--- src/hdl/k_way_time_merge_assert.svh ---
// ----------------------------------------------------------------------------
// k_way_time_merge_assert.svh
// Assertion macros shared by the merge block. Every macro samples on the
// rising edge of clk and is disabled while rst_n is low.
// ----------------------------------------------------------------------------
`ifndef K_WAY_TIME_MERGE_ASSERT_SVH
`define K_WAY_TIME_MERGE_ASSERT_SVH

// The antecedent must be followed by the consequent in the same cycle.
`define KWTM_ASSERT_IMPLY(label, ante, cons, msg) \
    label: assert property (@(posedge clk) disable iff (!rst_n) (ante) |-> (cons)) \
        else $error(msg);

// The antecedent must be followed by the consequent in the next cycle.
`define KWTM_ASSERT_NEXT(label, ante, cons, msg) \
    label: assert property (@(posedge clk) disable iff (!rst_n) (ante) |=> (cons)) \
        else $error(msg);

`endif

--- src/hdl/kwtm_ram.sv ---
// ----------------------------------------------------------------------------
// kwtm_ram
// Simple dual-port RAM: one write port, one read port with registered data.
// ----------------------------------------------------------------------------
module kwtm_ram
#(
    parameter int WIDTH = 8,
    parameter int DEPTH = 16,
    localparam int ADDR_W = $clog2(DEPTH)
)
(
    input  logic              clk,
    input  logic              we,
    input  logic [ADDR_W-1:0] waddr,
    input  logic [WIDTH-1:0]  wdata,
    input  logic              re,
    input  logic [ADDR_W-1:0] raddr,
    output logic [WIDTH-1:0]  rdata
);

    logic [WIDTH-1:0] mem [DEPTH];
    logic [WIDTH-1:0] rdata_reg;

    always_ff @(posedge clk)
    begin
        if (we)
        begin
            mem[waddr] <= wdata;
        end
        if (re)
        begin
            rdata_reg <= mem[raddr];
        end
    end

    assign rdata = rdata_reg;

endmodule

--- config.mk ---
export PLATFORM = sky130hd
export DESIGN_NAME = kwtm_ram
export DESIGN_NICKNAME = d
export VERILOG_FILES = /design/src/hdl/k_way_time_merge_assert.svh /design/src/hdl/kwtm_ram.sv
export SDC_FILE = /design/constraint.sdc
export NUM_CORES = 1
export LEC_CHECK = 0
export BUFFER_PORTS_ARGS = -buffer_cell sky130_fd_sc_hd__buf_2
export CAP_MARGIN = 15
export CORE_ASPECT_RATIO = 1.1
export CORE_MARGIN = 8
export CORE_UTILIZATION = 55
export CTS_CLUSTER_SIZE = 25
export DETAILED_ROUTE_END_ITERATION = 8
export PLACE_DENSITY = 0.8
export SKIP_LAST_GASP = 1
export SLEW_MARGIN = 20
export SYNTH_ARGS = -nofsm -noshare
export SYNTH_HDL_FRONTEND = slang
export SYNTH_SLANG_ARGS = --single-unit
--- constraint.sdc ---
create_clock -name clk -period 3.1 [get_ports clk]
set_input_delay 0.465 -clock clk [delete_from_list [all_inputs] [get_ports clk]]
set_output_delay 0.465 -clock clk [all_outputs]
set_load 0.05 [all_outputs]
After elaboration in Yosys (flattened, before gate mapping)
Memory sizes are Yosys's and may differ from the RTL's. A register that Yosys moved wholly into a read port is not among the register bits. Index checks and enable logic that the tools add are counted.

RAM bits: 128. Memories kept: 1. Register bits after elaboration: 0. Logic and storage cells: 3. Bits of input ports: 19.

Muxes and demuxes: 2.

Memory list: mem (words 16, width 8, rd ports 1, clocked after memory_dff 1, wr ports 1, line kwtm_ram.sv:21) `logic [WIDTH-1:0] mem [DEPTH];`.

Operators by type and width (number): two-way mux 1 bit (2).

Depth between registers and ports, before layout
Word-level depth: 2. Depth in mapped cells: 5.

Worst setup path before layout
No wires, ideal clock.

Kind: input to register. Start point: in waddr[2]. End point: mem mem[0][0] (enable). Slack: 1.142 ns. Path buffers: 0. Data required time: 2.717 ns. Stages on the path: 2. Arrival time: 1.575 ns. Path through: or3b_2 -> nor3_1.

RTL lines: start, declared (line kwtm_ram.sv:14) `input logic [ADDR_W-1:0] waddr,`; end, declared (line kwtm_ram.sv:21).

Straight into the memory's write port.

==> results by group <==
Min path
  – Hold/Removal Path Class: input pin to register
  – Hold Path End: rdata[1]$_DFFE_PP_
  – Hold-critical path depth: 1
  – Hold path start: re

Power
  – PD cells: 698 nW/um2
  – VDD IR max: 0.455 mV
  – Leakage: 2.03 nW

STA
  – Clock Skews: 0.00391 ns
  – Final Max Tran Viols: 0
  – Fin crit period: 1.82 ns
  – Final hold violation count: 0
  – Final period util: 58.8%
  – Setup_tns: 0 ns
  – Worst Tran Pin Value: 0.872 ns
  – Final setup fails: 0
  – RSZ-0062 raised after global routing: no
  – Slew margin rel.: 41.6%
  – Fmax: 0.549 GHz
  – Hold_ws: 0.302 ns

Job
  – Max-cap viol count: 0

Worst setup path
  – Critical Path RT: 3.37 ns
  – R2R setup slack: 1.48 ns
  – Crit Path Category: input pin to register
  – Cell Chain, Critical Path: buf_2, buf_4, mux4_1, a22oi_1, nand2_1
  – Slowest cell on the critical path: mux4_1
  – Worst setup SP type: input pin
  – WP data arrival: 2.10 ns
  – Critical path capture point type: register
  – Crit-path max cell delay: 0.59 ns
  – Critical path origin: raddr[0]
  – Worst r2r src: mem[0][6]$_DFFE_PP_
  – Crit Reg-Reg Endpoint: rdata[6]$_DFFE_PP_
  – Crit Path Max Fanout: 18
  – R2R depth: 3

Place
  – Post-placement cell area: 5470 um2
  – Port bufs: 26
  – Routability cong.: 0.788
  – Cells after DPL: 369
  – Detailed placement HPWL: 6.03 mm

Synth
  – Synth Cell Area: 5230 um2
  – Post-Synth Simple-Gate Area: 3.14%
  – Ys flop type: edfxtp_1
  – Asr flop ratio synth: 0%
  – Top post-synthesis cells by count: edfxtp_1, mux4_2, a22oi_1
  – Seq cells post-synth: 136
  – Synth top area cells: edfxtp_1, mux4_2, mux4_1
  – Post-synthesis sequential area ratio: 78.1%
  – Syn Nets: 248
  – Synth Warn #: 0
  – Most frequent cell after synthesis: edfxtp_1
  – Synth unique cells: 18
  – Adder-cell share of the synthesized area: 0%
  – Main combinational cell family by area after synthesis: multiplexers
  – Area leader, netlist: edfxtp_1
  – Post-synthesis compound-gate area fraction: 2.30%
  – Top cell type's share of synthesized area: 78.1%
  – Cells after synthesis: 229
  – Avg Synthesized Cell Area: 22.8 um2
  – Post-synthesis mux area share: 14.8%
  – Post-synth EDFFs: 136
  – Xor-xnor portion of the synthesized cell area: 0%

Floorplanning
  – Io pins: 27
  – Die Height: 118 um
  – Die Width: 109 um
  – Die Footprint: 12900 um2
  – Row count: 37
  – Placeable core area: 9310 um2
  – Starting Density: 56.2%

GRT
  – Vias in the first global route: 2577
  – Overall Global Routing Usage: 16.6%
  – Grt ovf: 0
  – Pin count of the biggest net entering global routing: 33
  – Initial antenna violation count: 0
  – First-pass GRT wire length: 15.0 mm

Clock network
  – CTS tree: built
  – Num CTS Buffers: 17
  – H-tree Lvls: 4
  – CTS clk-pin slew, worst paths: 0.06 ns
  – Max clock buf depth: 2
  – Hold_buf cts: 0
  – Clock tree sinks: 136
  – CTS root buf: clkbuf_8
  – Post-CTS setup buffers: 0
  – Resized Gates After CTS: 0
  – Clock Latency Late Sink: 0.53 ns

Outcome
  – Outcome: finished, final reports clean

Cells and area
  – Final cell count without fillers: 401
  – Syn-to-layout area delta: 15.6%
  – Max FFs per register: 128
  – Finished Cell Area: 6040 um2
  – Antenna diodes: 0
  – Layout cell share with drive strength beyond 1: 28.5%
  – Post-layout nets: 290

Detailed routing
  – DR vias/cell: 5.96
  – Final ANT Viol Nets: 0
  – 1st-pass router iterations: 5
  – Vias: 2390
  – DR WL/cell: 24.8 um
  – Starting DRT DRC Count: 181
  – Post-route DRC: 0
  – Routed Wire Length: 9.93 mm
==> power breakdown <==
| part | switching [W] | leakage, nW | internal (W) |
|---|---|---|---|
| registers | 0.0000120 | 1.24 | 0.00207 |
| clock network | 0.000715 | 0.280 | 0.00121 |
| logic | 0.000134 | 0.509 | 0.0000743 |
==> metal layers <==
metal / up-vias / global-route usage [%] / routed length, um
li1: 1068 / - / -
met1: 1188 / 21.0 / 3840
met2: 112 / 24.5 / 4970
met3: 22 / 5.87 / 830
met4: 0 / 9.08 / 291
met5: - / 0 / 0
==> final cells by class <==
| class | count | area (um2) |
|---|---|---|
| repair buffers | 33 | 183 |
| clock buffers | 17 | 414 |
| well taps | 117 | 146 |
| clock inverters | 15 | 159 |
| fillers | 571 | 3260 |
| flip-flops and latches | 136 | 4080 |
| multi-input cells | 83 | 1060 |
==> placed cells by master, fill, tap and decap left out <==
cell and instances:
nand3b_1 2, a22oi_1 16, clkinvlp_4 2, inv_6 1, nand2_1 9, or3b_2 1
and2b_1 1, clkbuf_8 1, nor3_1 4, mux4_1 14, nor2_1 13, nand3_1 1
nor2b_1 1, buf_2 26, and2_1 1, buf_4 7, clkinv_2 5, edfxtp_1 136
clkbuf_16 16, clkinv_1 3, mux4_2 18, bufinv_16 3, clkinv_4 1, nand2b_1 2
==> cell families after synthesis <==
logic type / Yosys count
buf+inv: 10
mux: 32
compound gates: 16
simple gates: 35
flops: 136
==> worst max-delay path by stage <==
| stage | end | cells past startpoint |
|---|---|---|
| finish | rdata[2]$_DFFE_PP_ | 5 |
| global route | rdata[2]$_DFFE_PP_ | 5 |
| CTS | rdata[2]$_DFFE_PP_ | 5 |
| detailed placement | rdata[2]$_DFFE_PP_ | 5 |
| global placement | rdata[5]$_DFFE_PP_ | 5 |
| floorplan | mem[0][0]$_DFFE_PP_ | 2 |
==> stage by stage <==
stage	util [%]	setup WS, ns	total power (W)
final	64.9	1.28	0.00422
after global routing	64.9	1.16	0.00432
after CTS	64.9	1.29	0.00425
after detailed placement	58.8	0.711	0.00233
after global placement	58.8	0.738	0.00232
after floorplan	-	1.14	0.00225
==> critical path: cells and delay by family <==
family | cells | cell delay [ns]
buffers and inverters | 2 | 0.75
AND/OR/NAND/NOR | 1 | 0.07
multiplexers | 1 | 0.59
AO/OA/AOI/OAI | 1 | 0.21
Power figures use the tool's default switching activity.
